`config.mk`:
```
export PLATFORM = sky130hd
export DESIGN_NAME = port_knock_sequence_tracker_core_flat
export DESIGN_NICKNAME = d
export VERILOG_FILES = /design/src/design/pkst_pkg.sv /design/src/design/pkst_if.sv /design/src/design/port_knock_sequence_tracker_core.sv /design/src/design/pkst_cfg.sv /design/src/design/pkst_track.sv /design/src/design/pkst_open.sv /design/src/flat_wrapper.sv
export SDC_FILE = /design/constraint.sdc
export NUM_CORES = 2
export LEC_CHECK = 0
export BUFFER_PORTS_ARGS = -buffer_cell sky130_fd_sc_hd__buf_2
export CAP_MARGIN = 20
export CORE_UTILIZATION = 35
export CTS_BUF_LIST = sky130_fd_sc_hd__clkbuf_4 sky130_fd_sc_hd__clkbuf_8
export CTS_CLUSTER_SIZE = 30
export DETAILED_ROUTE_END_ITERATION = 10
export HOLD_SLACK_MARGIN = 0.08
export PLACE_DENSITY_LB_ADDON = 0.25
export SYNTH_ARGS = -nofsm -noshare
export SYNTH_HDL_FRONTEND = slang
export SYNTH_SLANG_ARGS = --single-unit
```
`constraint.sdc`:
```
create_clock -name clk_i -period 12.45 [get_ports clk_i]
set_input_delay 1.8675 -clock clk_i [delete_from_list [all_inputs] [get_ports clk_i]]
set_output_delay 1.8675 -clock clk_i [all_outputs]
set_load 0.05 [all_outputs]
```
`src/design/pkst_pkg.sv`:
```
package pkst_pkg;

  localparam int unsigned IP_W       = 32;
  localparam int unsigned PORT_W     = 16;
  localparam int unsigned CNT_W      = 3;
  localparam int unsigned MAX_KNOCKS = 6;
  localparam int unsigned CFG_IDX_W  = 3;
  localparam int unsigned CFG_DATA_W = 16;
  localparam int unsigned LEN_RESET  = 3;

  typedef enum logic [1:0] {
    CMD_NONE  = 2'd0,
    CMD_OPEN  = 2'd1,
    CMD_CLOSE = 2'd2
  } rule_cmd_e;

  typedef enum logic [2:0] {
    ST_IN_PROGRESS  = 3'd0,
    ST_COMPLETE     = 3'd1,
    ST_OUT_OF_ORDER = 3'd2,
    ST_BAD_HASH     = 3'd3,
    ST_TABLE_FULL   = 3'd4
  } knock_status_e;

  typedef enum logic [2:0] {
    REG_SEQ_LEN = 3'd0,
    REG_PORT_0  = 3'd1,
    REG_PORT_1  = 3'd2,
    REG_PORT_2  = 3'd3,
    REG_PORT_3  = 3'd4,
    REG_PORT_4  = 3'd5,
    REG_PORT_5  = 3'd6
  } cfg_reg_e;

  // Configuration as seen by the tables (length already clamped)
  typedef struct packed {
    logic [CNT_W-1:0]                   seq_len;
    logic [MAX_KNOCKS-1:0][PORT_W-1:0]  ports;
  } cfg_t;

  // Outcome of the tracking table lookup for one knock
  typedef struct packed {
    logic full;
    logic done;
    logic mismatch;
  } trk_res_t;

  // Outcome of the open set lookup for one source
  typedef struct packed {
    logic found;
    logic full;
  } opn_res_t;

endpackage

```
`src/design/pkst_if.sv`:
```
interface pkst_knock_if;
  import pkst_pkg::*;

  logic              valid;
  logic              ready;
  logic [IP_W-1:0]   source_ip;
  logic [PORT_W-1:0] dest_port;
  logic              hash_valid;

  modport source (output valid, output source_ip, output dest_port, output hash_valid,
                  input ready);
  modport sink   (input valid, input source_ip, input dest_port, input hash_valid,
                  output ready);
endinterface

interface pkst_result_if;
  import pkst_pkg::*;

  logic            valid;
  logic            ready;
  logic [1:0]      rule_command;
  logic [IP_W-1:0] rule_ip;
  logic [2:0]      knock_status;

  modport source (output valid, output rule_command, output rule_ip, output knock_status,
                  input ready);
  modport sink   (input valid, input rule_command, input rule_ip, input knock_status,
                  output ready);
endinterface

```
`src/design/port_knock_sequence_tracker_core.sv`:
```
// The knock is captured in the input register and its outcome in the result register.
// Throughput: one knock per cycle unless a result waits on a stalled result side; both
// tables are searched in parallel in flip-flops, so the single lookup-and-update stage
// between the two registers sets the rate.
// Reset: asynchronous, active low; clears all table valid bits at once and restores
// sequence length 3 and all knock ports 0. No clearing pass is needed.
module port_knock_sequence_tracker_core #(
  parameter int unsigned TRACK_ENTRIES = 16,
  parameter int unsigned OPEN_ENTRIES  = 16
) (
  input  logic                            clk_i,
  input  logic                            rst_ni,
  input  logic                            cfg_we_i,
  input  logic [pkst_pkg::CFG_IDX_W-1:0]  cfg_idx_i,
  input  logic [pkst_pkg::CFG_DATA_W-1:0] cfg_data_i,
  pkst_knock_if.sink                      knock_i,
  pkst_result_if.source                   result_o
);
  import pkst_pkg::*;

  cfg_t     cfg;
  trk_res_t trk;
  opn_res_t opn;

  logic              s1_vld_q;
  logic [IP_W-1:0]   s1_ip_q;
  logic [PORT_W-1:0] s1_port_q;
  logic              s1_hash_q;
  logic              advance;
  logic              open_toggle;

  logic            out_vld_q;
  rule_cmd_e       out_cmd_q, out_cmd_d;
  logic [IP_W-1:0] out_ip_q;
  knock_status_e   out_st_q, out_st_d;

  pkst_cfg u_cfg (
    .clk_i      (clk_i),
    .rst_ni     (rst_ni),
    .cfg_we_i   (cfg_we_i),
    .cfg_idx_i  (cfg_idx_i),
    .cfg_data_i (cfg_data_i),
    .cfg_o      (cfg)
  );

  pkst_track #(.ENTRIES(TRACK_ENTRIES)) u_track (
    .clk_i  (clk_i),
    .rst_ni (rst_ni),
    .en_i   (advance),
    .ip_i   (s1_ip_q),
    .port_i (s1_port_q),
    .hash_i (s1_hash_q),
    .cfg_i  (cfg),
    .res_o  (trk)
  );

  pkst_open #(.ENTRIES(OPEN_ENTRIES)) u_open (
    .clk_i    (clk_i),
    .rst_ni   (rst_ni),
    .toggle_i (open_toggle),
    .ip_i     (s1_ip_q),
    .res_o    (opn)
  );

  // Advance the held knock whenever the result register is free or draining
  assign advance       = s1_vld_q && (!out_vld_q || result_o.ready);
  assign knock_i.ready = !s1_vld_q || advance;
  assign open_toggle   = advance && s1_hash_q && !trk.full && trk.done && !trk.mismatch;

  // Resolve command and status
  always_comb begin
    out_cmd_d = CMD_NONE;
    out_st_d  = ST_IN_PROGRESS;
    if (!s1_hash_q) begin
      out_st_d = ST_BAD_HASH;
    end else if (trk.full) begin
      out_st_d = ST_TABLE_FULL;
    end else if (!trk.done) begin
      out_st_d = ST_IN_PROGRESS;
    end else if (trk.mismatch) begin
      out_st_d = ST_OUT_OF_ORDER;
    end else if (opn.found) begin
      out_cmd_d = CMD_CLOSE;
      out_st_d  = ST_COMPLETE;
    end else if (!opn.full) begin
      out_cmd_d = CMD_OPEN;
      out_st_d  = ST_COMPLETE;
    end else begin
      out_st_d = ST_TABLE_FULL;
    end
  end

  // Stage valids
  always_ff @(posedge clk_i or negedge rst_ni) begin
    if (!rst_ni) begin
      s1_vld_q  <= 1'b0;
      out_vld_q <= 1'b0;
    end else begin
      if (knock_i.ready) s1_vld_q <= knock_i.valid;
      if (advance) begin
        out_vld_q <= 1'b1;
      end else if (result_o.ready) begin
        out_vld_q <= 1'b0;
      end
    end
  end

  // Capture knock on transfer, result on advance
  always_ff @(posedge clk_i) begin
    if (knock_i.valid && knock_i.ready) begin
      s1_ip_q   <= knock_i.source_ip;
      s1_port_q <= knock_i.dest_port;
      s1_hash_q <= knock_i.hash_valid;
    end
    if (advance) begin
      out_cmd_q <= out_cmd_d;
      out_ip_q  <= s1_ip_q;
      out_st_q  <= out_st_d;
    end
  end

  assign result_o.valid        = out_vld_q;
  assign result_o.rule_command = out_cmd_q;
  assign result_o.rule_ip      = out_ip_q;
  assign result_o.knock_status = out_st_q;

`ifndef SYNTH
  a_out_from_stage: assert property (@(posedge clk_i) disable iff (!rst_ni)
    $rose(out_vld_q) |-> $past(s1_vld_q))
    else $error("result appeared without a held knock");

  a_cmd_needs_complete: assert property (@(posedge clk_i) disable iff (!rst_ni)
    (out_vld_q && out_cmd_q != CMD_NONE) |-> (out_st_q == ST_COMPLETE))
    else $error("rule command without a completed sequence");

  a_ip_follows: assert property (@(posedge clk_i) disable iff (!rst_ni)
    advance |=> (out_ip_q == $past(s1_ip_q)))
    else $error("result address differs from knock source");

  a_stall_blocks: assert property (@(posedge clk_i) disable iff (!rst_ni)
    (s1_vld_q && out_vld_q && !result_o.ready) |-> !knock_i.ready)
    else $error("knock taken while both stages are stalled");
`endif

endmodule

```
`src/design/pkst_cfg.sv`:
```
module pkst_cfg (
  input  logic                           clk_i,
  input  logic                           rst_ni,
  input  logic                           cfg_we_i,
  input  logic [pkst_pkg::CFG_IDX_W-1:0] cfg_idx_i,
  input  logic [pkst_pkg::CFG_DATA_W-1:0] cfg_data_i,
  output pkst_pkg::cfg_t                 cfg_o
);
  import pkst_pkg::*;

  logic [CNT_W-1:0]                  len_q;
  logic [MAX_KNOCKS-1:0][PORT_W-1:0] ports_q;
  logic [CFG_IDX_W-1:0]              port_sel;

  assign port_sel = cfg_idx_i - CFG_IDX_W'(1);

  // Decode register writes; unknown indexes are dropped
  always_ff @(posedge clk_i or negedge rst_ni) begin
    if (!rst_ni) begin
      len_q   <= CNT_W'(LEN_RESET);
      ports_q <= '0;
    end else if (cfg_we_i) begin
      unique case (cfg_reg_e'(cfg_idx_i)) inside
        REG_SEQ_LEN: len_q <= cfg_data_i[CNT_W-1:0];
        REG_PORT_0, REG_PORT_1, REG_PORT_2, REG_PORT_3, REG_PORT_4, REG_PORT_5: begin
          ports_q[port_sel] <= cfg_data_i[PORT_W-1:0];
        end
        default: ;
      endcase
    end
  end

  // Clamp the sequence length into one to the maximum
  always_comb begin
    cfg_o.ports = ports_q;
    if (len_q == '0) begin
      cfg_o.seq_len = CNT_W'(1);
    end else if (len_q > CNT_W'(MAX_KNOCKS)) begin
      cfg_o.seq_len = CNT_W'(MAX_KNOCKS);
    end else begin
      cfg_o.seq_len = len_q;
    end
  end

endmodule

```
`src/design/pkst_track.sv`:
```
module pkst_track #(
  parameter int unsigned ENTRIES = 16
) (
  input  logic                        clk_i,
  input  logic                        rst_ni,
  input  logic                        en_i,
  input  logic [pkst_pkg::IP_W-1:0]   ip_i,
  input  logic [pkst_pkg::PORT_W-1:0] port_i,
  input  logic                        hash_i,
  input  pkst_pkg::cfg_t              cfg_i,
  output pkst_pkg::trk_res_t          res_o
);
  import pkst_pkg::*;

  localparam int unsigned IW = (ENTRIES > 1) ? $clog2(ENTRIES) : 1;

  logic [ENTRIES-1:0]            vld_q;
  logic [ENTRIES-1:0][IP_W-1:0]  ip_q;
  logic [ENTRIES-1:0][CNT_W-1:0] cnt_q;
  logic [ENTRIES-1:0]            mis_q;

  logic [ENTRIES-1:0] hit_vec;
  logic               hit_any;
  logic               free_any;
  logic [IW-1:0]      hit_idx;
  logic [IW-1:0]      free_idx;
  logic [IW-1:0]      slot;
  logic [CNT_W-1:0]   pos;
  logic [CNT_W:0]     pos_nx;
  logic               port_ok;
  logic               mis_nx;
  logic               done;
  logic               have_slot;

  // Associative match and lowest free slot
  always_comb begin
    hit_idx  = '0;
    free_idx = '0;
    for (int i = 0; i < ENTRIES; i++) begin
      hit_vec[i] = vld_q[i] && (ip_q[i] == ip_i);
    end
    for (int i = ENTRIES - 1; i >= 0; i--) begin
      if (hit_vec[i]) hit_idx = IW'(i);
      if (!vld_q[i]) free_idx = IW'(i);
    end
    hit_any   = |hit_vec;
    free_any  = ~&vld_q;
    have_slot = hit_any || free_any;
    slot      = hit_any ? hit_idx : free_idx;
  end

  // Check the knock against the expected port and advance the count
  always_comb begin
    pos     = hit_any ? cnt_q[hit_idx] : '0;
    port_ok = (pos < CNT_W'(MAX_KNOCKS)) ? (port_i == cfg_i.ports[pos]) : 1'b0;
    mis_nx  = (hit_any && mis_q[hit_idx]) || !port_ok;
    pos_nx  = {1'b0, pos} + (CNT_W + 1)'(1);
    done    = pos_nx >= {1'b0, cfg_i.seq_len};

    res_o.full     = !have_slot;
    res_o.done     = done;
    res_o.mismatch = mis_nx;
  end

  // Hold valid bits; a bad hash or a finished sequence frees the slot
  always_ff @(posedge clk_i or negedge rst_ni) begin
    if (!rst_ni) begin
      vld_q <= '0;
    end else if (en_i) begin
      if (!hash_i) begin
        if (hit_any) vld_q[hit_idx] <= 1'b0;
      end else if (have_slot) begin
        vld_q[slot] <= !done;
      end
    end
  end

  // Slot contents
  always_ff @(posedge clk_i) begin
    if (en_i && hash_i && have_slot) begin
      ip_q[slot]  <= ip_i;
      cnt_q[slot] <= pos_nx[CNT_W-1:0];
      mis_q[slot] <= mis_nx;
    end
  end

endmodule

```
`src/design/pkst_open.sv`:
```
module pkst_open #(
  parameter int unsigned ENTRIES = 16
) (
  input  logic                      clk_i,
  input  logic                      rst_ni,
  input  logic                      toggle_i,
  input  logic [pkst_pkg::IP_W-1:0] ip_i,
  output pkst_pkg::opn_res_t        res_o
);
  import pkst_pkg::*;

  localparam int unsigned IW = (ENTRIES > 1) ? $clog2(ENTRIES) : 1;

  logic [ENTRIES-1:0]           vld_q;
  logic [ENTRIES-1:0][IP_W-1:0] ip_q;

  logic [ENTRIES-1:0] hit_vec;
  logic               hit_any;
  logic               free_any;
  logic [IW-1:0]      hit_idx;
  logic [IW-1:0]      free_idx;

  // Associative match and lowest free slot
  always_comb begin
    hit_idx  = '0;
    free_idx = '0;
    for (int i = 0; i < ENTRIES; i++) begin
      hit_vec[i] = vld_q[i] && (ip_q[i] == ip_i);
    end
    for (int i = ENTRIES - 1; i >= 0; i--) begin
      if (hit_vec[i]) hit_idx = IW'(i);
      if (!vld_q[i]) free_idx = IW'(i);
    end
    hit_any     = |hit_vec;
    free_any    = ~&vld_q;
    res_o.found = hit_any;
    res_o.full  = !free_any;
  end

  // Toggle membership: drop a present source, add an absent one if room
  always_ff @(posedge clk_i or negedge rst_ni) begin
    if (!rst_ni) begin
      vld_q <= '0;
    end else if (toggle_i) begin
      if (hit_any) begin
        vld_q[hit_idx] <= 1'b0;
      end else if (free_any) begin
        vld_q[free_idx] <= 1'b1;
      end
    end
  end

  always_ff @(posedge clk_i) begin
    if (toggle_i && !hit_any && free_any) begin
      ip_q[free_idx] <= ip_i;
    end
  end

endmodule

```
`src/flat_wrapper.sv`:
```
// flat-port wrapper written by rule: the top's interface ports become plain ports
module port_knock_sequence_tracker_core_flat import pkst_pkg::*;
#(
  parameter int unsigned TRACK_ENTRIES = 16,
  parameter int unsigned OPEN_ENTRIES  = 16
)
  (clk_i, rst_ni, cfg_we_i, cfg_idx_i, cfg_data_i, knock_i_valid, knock_i_source_ip, knock_i_dest_port, knock_i_hash_valid, knock_i_ready, result_o_valid, result_o_rule_command, result_o_rule_ip, result_o_knock_status, result_o_ready);
  pkst_knock_if knock_i_i ();
  pkst_result_if result_o_i ();
  input  logic clk_i;
  input  logic rst_ni;
  input  logic cfg_we_i;
  input  logic [pkst_pkg::CFG_IDX_W-1:0] cfg_idx_i;
  input  logic [pkst_pkg::CFG_DATA_W-1:0] cfg_data_i;
  input wire logic [$bits(knock_i_i.valid)-1:0] knock_i_valid;
  input wire logic [$bits(knock_i_i.source_ip)-1:0] knock_i_source_ip;
  input wire logic [$bits(knock_i_i.dest_port)-1:0] knock_i_dest_port;
  input wire logic [$bits(knock_i_i.hash_valid)-1:0] knock_i_hash_valid;
  output wire logic [$bits(knock_i_i.ready)-1:0] knock_i_ready;
  output wire logic [$bits(result_o_i.valid)-1:0] result_o_valid;
  output wire logic [$bits(result_o_i.rule_command)-1:0] result_o_rule_command;
  output wire logic [$bits(result_o_i.rule_ip)-1:0] result_o_rule_ip;
  output wire logic [$bits(result_o_i.knock_status)-1:0] result_o_knock_status;
  input wire logic [$bits(result_o_i.ready)-1:0] result_o_ready;
  assign knock_i_i.valid = knock_i_valid;
  assign knock_i_i.source_ip = knock_i_source_ip;
  assign knock_i_i.dest_port = knock_i_dest_port;
  assign knock_i_i.hash_valid = knock_i_hash_valid;
  assign knock_i_ready = knock_i_i.ready;
  assign result_o_valid = result_o_i.valid;
  assign result_o_rule_command = result_o_i.rule_command;
  assign result_o_rule_ip = result_o_i.rule_ip;
  assign result_o_knock_status = result_o_i.knock_status;
  assign result_o_i.ready = result_o_ready;
  port_knock_sequence_tracker_core #(.TRACK_ENTRIES(TRACK_ENTRIES), .OPEN_ENTRIES(OPEN_ENTRIES)) u_core (.clk_i(clk_i), .rst_ni(rst_ni), .cfg_we_i(cfg_we_i), .cfg_idx_i(cfg_idx_i), .cfg_data_i(cfg_data_i), .knock_i(knock_i_i), .result_o(result_o_i));
endmodule
```
==> qor.txt <==
Total GRT Usage: 0.204
Clock latency on the worst-skew pair: 0.98 ns
Final Hold Viols: 0
Die area: 172,000 um^2
Syn_area_per_cell: 14.1 um^2
Worst slew pin tran: 1.10 ns
Die height: 415 um
Critical path class: flip-flop to flip-flop
Internal: 7.41 mW
Core Region: 169,000 um^2
Dpl cell area: 63,300 um^2
Critical path arrival: 9.31 ns
Warnings, synthesis: 0
Wirelength, routed: 178,000 um
Design area: 67,700 um^2
Max cap viols: 0
Power Density: 149 nW/um^2
DR vias: 37,000
Post-DRT Antenna Nets: 0
DP HPWL: 105,000 um
Clock Sinks: 1,307
Antenna violations before repair: 6
Largest net degree at the start of global routing: 90
Drt drc: 0
CP peak stage delay: 0.73 ns
Fin crit share: 0.694
Top delay family on crit path: simple AND/OR/NAND/NOR gates
Setup TNS: 0 ns
Post-synth net total: 4,327
Max-Slew Margin vs Limit: 0.264
Number of CTS-inserted buffers: 211
Area of the multi-input gates: 20,100 um^2
Post_cts resized: 0
Syn Inst Count: 4,245
Fmax: 0.116 GHz
Clk root buf: clkbuf_8
Max rail drop VDD: 0.128 mV
Ratio of cells with drive above 1 in the final layout: 0.162
DRT Pass-1 Iters: 6
Nets: 4,588
Layout area overhead: 13.4%
Initial Util: 0.353
Crit-path cells: buf_4 -> buf_4 -> xnor2_1 -> nand4_1 -> nor4_1 -> nand4_1 -> nand2_2 -> o211ai_2 -> o21ai_4 -> nand2_1 -> a32oi_1 -> and3_1 -> nand2_1 -> nor2_1 -> ha_1 -> ha_1 -> a21o_1 -> a21oi_1 -> and2_1 -> nor2_1 -> nand2_1 -> nor3_1 -> and2_1 -> buf_4
Async set or reset register ratio after synthesis: 0.102
Critical-path top delay cell: o21ai_4
Netlist cell types: 92
First-pass GRT wire length: 259,000 um
Clk pwr share: 0.380
Crit end category: flip-flop
RSZ-0062 raised after global routing: false
Min Tclk post-route: 8.64 ns
IO buf count: 111
Worst Hold Class: flip-flop to flip-flop
Final setup fails: 0
Row count: 151
CTS tree: yes
Clock Tree Buf Depth: 3
Wire per inst: 25.8 um
Gr ovfl total: 0
Worst Path Buf+Inv: 3
Vias in the first global route: 36,700
Leakage power: 22.5 nW
Hold Buf Count CTS: 0
P_sw: 2.65 mW
Sequential Power Share: 0.509
Critical Path RT: 13.12 ns
GPL Wtd Cong: 0.941
Logic pwr share: 0.111
Clk_skew: 0.0498 ns
Post-synth EDFFs: 1,174
DR vias/cell: 5.36
Mapped cell area: 59,700 um^2
Post-CTS setup buffer count: 0
Max Slew Vio Count: 0
Register area share after synthesis: 0.646
CTS H-tree lvls: 4
Crit Path Max Fanout: 33
Worst Setup Start Kind: flip-flop
Switching Share: 0.263
I/O pin cnt: 112
Most used DFF post-synth: edfxtp_1
Post-synthesis register bit count: 1,307
Reg clk slew, reported paths: 0.06 ns
Run status: completed
FILL cells: 15,800
Initial DRC count: 3,505
Flip-flop and latch area: 38,600 um^2
Die X: 415 um
## path summary, 6_finish.rpt
check                                    from                      to  depth (start not counted)  slack [ns]
max in group asynchronous              rst_ni  u_core.u_open.vld_q[3]                          2       10.16
min in group asynchronous              rst_ni  u_core.u_cfg.cfg_o[72]                          1        0.99
hold / removal                u_core.s1_vld_q   u_core.result_o.valid                          1        0.49
setup reg to reg           u_core.s1_ip_q[27]  u_core.u_open.ip_q[87]                         24        3.81
setup / recovery           u_core.s1_ip_q[27]  u_core.u_open.ip_q[87]                         24        3.81
hold reg to reg               u_core.s1_vld_q   u_core.result_o.valid                          1        0.49
## power by group through the flow
stage	logic, mW	clock network [mW]	registers [mW]
2_1_floorplan	0.663	0	5.23
4_1_cts	1.12	3.90	5.12
5_1_grt	1.20	4.07	5.14
3_3_place_gp	1.10	0	5.21
6_report	1.12	3.82	5.13
3_5_place_dp	1.11	0	5.21
## cells in the final DEF (no fill, tap or decap), types with 109 or more instances in the layout
cell,count
nand4_1,158
nor4_1,262
edfxtp_1,1174
mux2_2,109
clkbuf_8,222
nand2_1,189
dfrtp_1,131
xnor2_1,357
buf_2,110
xor2_1,666
nor2_1,150
## final cells by class
| class | count | area share |
|---|---|---|
| diodes | 5 | 0.000185 |
| clock buffers | 293 | 0.0530 |
| clock inverters | 93 | 0.0102 |
| inverters | 52 | 0.00288 |
| multi-input cells | 2707 | 0.297 |
| flip-flops and latches | 1307 | 0.570 |
| well taps | 2218 | 0.0410 |
| repair buffers | 227 | 0.0258 |
## Yosys cell counts (10+ instances only)
library cell  count  area (um^2)
or3_1            10         62.6
or4_1            42          315
o31ai_1          12         90.1
xor2_1          666         5830
o31a_1           13          114
dfrtp_1         131         3280
and3_1           22          138
nor4b_1          18          158
o41ai_1          12          105
buf_2            71          355
a31oi_1          10         62.6
mux2_2          109         1230
edfxtp_1       1174        35300
a211oi_1         13         97.6
nand4_1         158          988
nand2_1         189          709
and4b_1          18          180
o211ai_1         10         75.1
clkbuf_1         34          128
nand4b_1         31          272
nor2b_1          14         87.6
o21ai_0          61          305
xnor2_1         357         3130
and2_1           30          188
nor2_1          168          631
buf_6            27          304
nor3_1           82          410
inv_1            52          195
and4_1           12          105
a211o_1          10         87.6
a21oi_1          34          170
mux2i_1          58          581
nand3_1          91          455
buf_1            33          124
nand2b_1         26          163
nor4_1          269         1680
buf_4            13         97.6
## sequential cells by signal (all words and copies together) (netlist names), 3 cells and up
name and cells:
u_core.result_o.knock_status 3, u_core.result_o.rule_ip 32, u_core.s1_ip_q 32, u_core.s1_port_q 16, u_core.u_cfg.cfg_o 96, u_core.u_cfg.len_q 3
u_core.u_open.ip_q 512, u_core.u_open.vld_q 16, u_core.u_track.cnt_q 48, u_core.u_track.ip_q 512, u_core.u_track.mis_q 16, u_core.u_track.vld_q 16
## metal layers
layer | GRT usage | routed length, um
met1 | 0.282 | 79400
met2 | 0.328 | 83600
met3 | 0.0299 | 9830
met4 | 0.0718 | 5420
met5 | 0 | 0
## kinds of logic (layout without fill, tap and decap cells)
logic type,after synthesis,in the layout,synth area share
AOI/OAI and AO/OA,259,259,0.0308
xor gates and xnor gates,1024,1024,0.150
adders and majority gates,10,10,0.00205
buffers and inverters,231,665,0.0204
DFF,1307,1307,0.646
muxes,168,168,0.0305
other,0,5,0
and+or+nand+nor,1246,1246,0.119
## per-stage QoR
| step | utilization | cells | setup WS, ns | hold slack [ns] | power, mW |
|---|---|---|---|---|---|
| after global routing | 0.400 | 6899 | 3.34 | 0.508 | 10.4 |
| after CTS | 0.399 | 6895 | 3.96 | 0.483 | 10.1 |
| final | 0.400 | 6902 | 3.81 | 0.493 | 10.1 |
| after global placement | 0.374 | 6504 | 3.99 | 0.459 | 6.31 |
| after floorplan | - | 4245 | 3.31 | 0.449 | 5.89 |
| after detailed placement | 0.374 | 6509 | 4.01 | 0.473 | 6.32 |
Power figures use the tool's default switching activity.
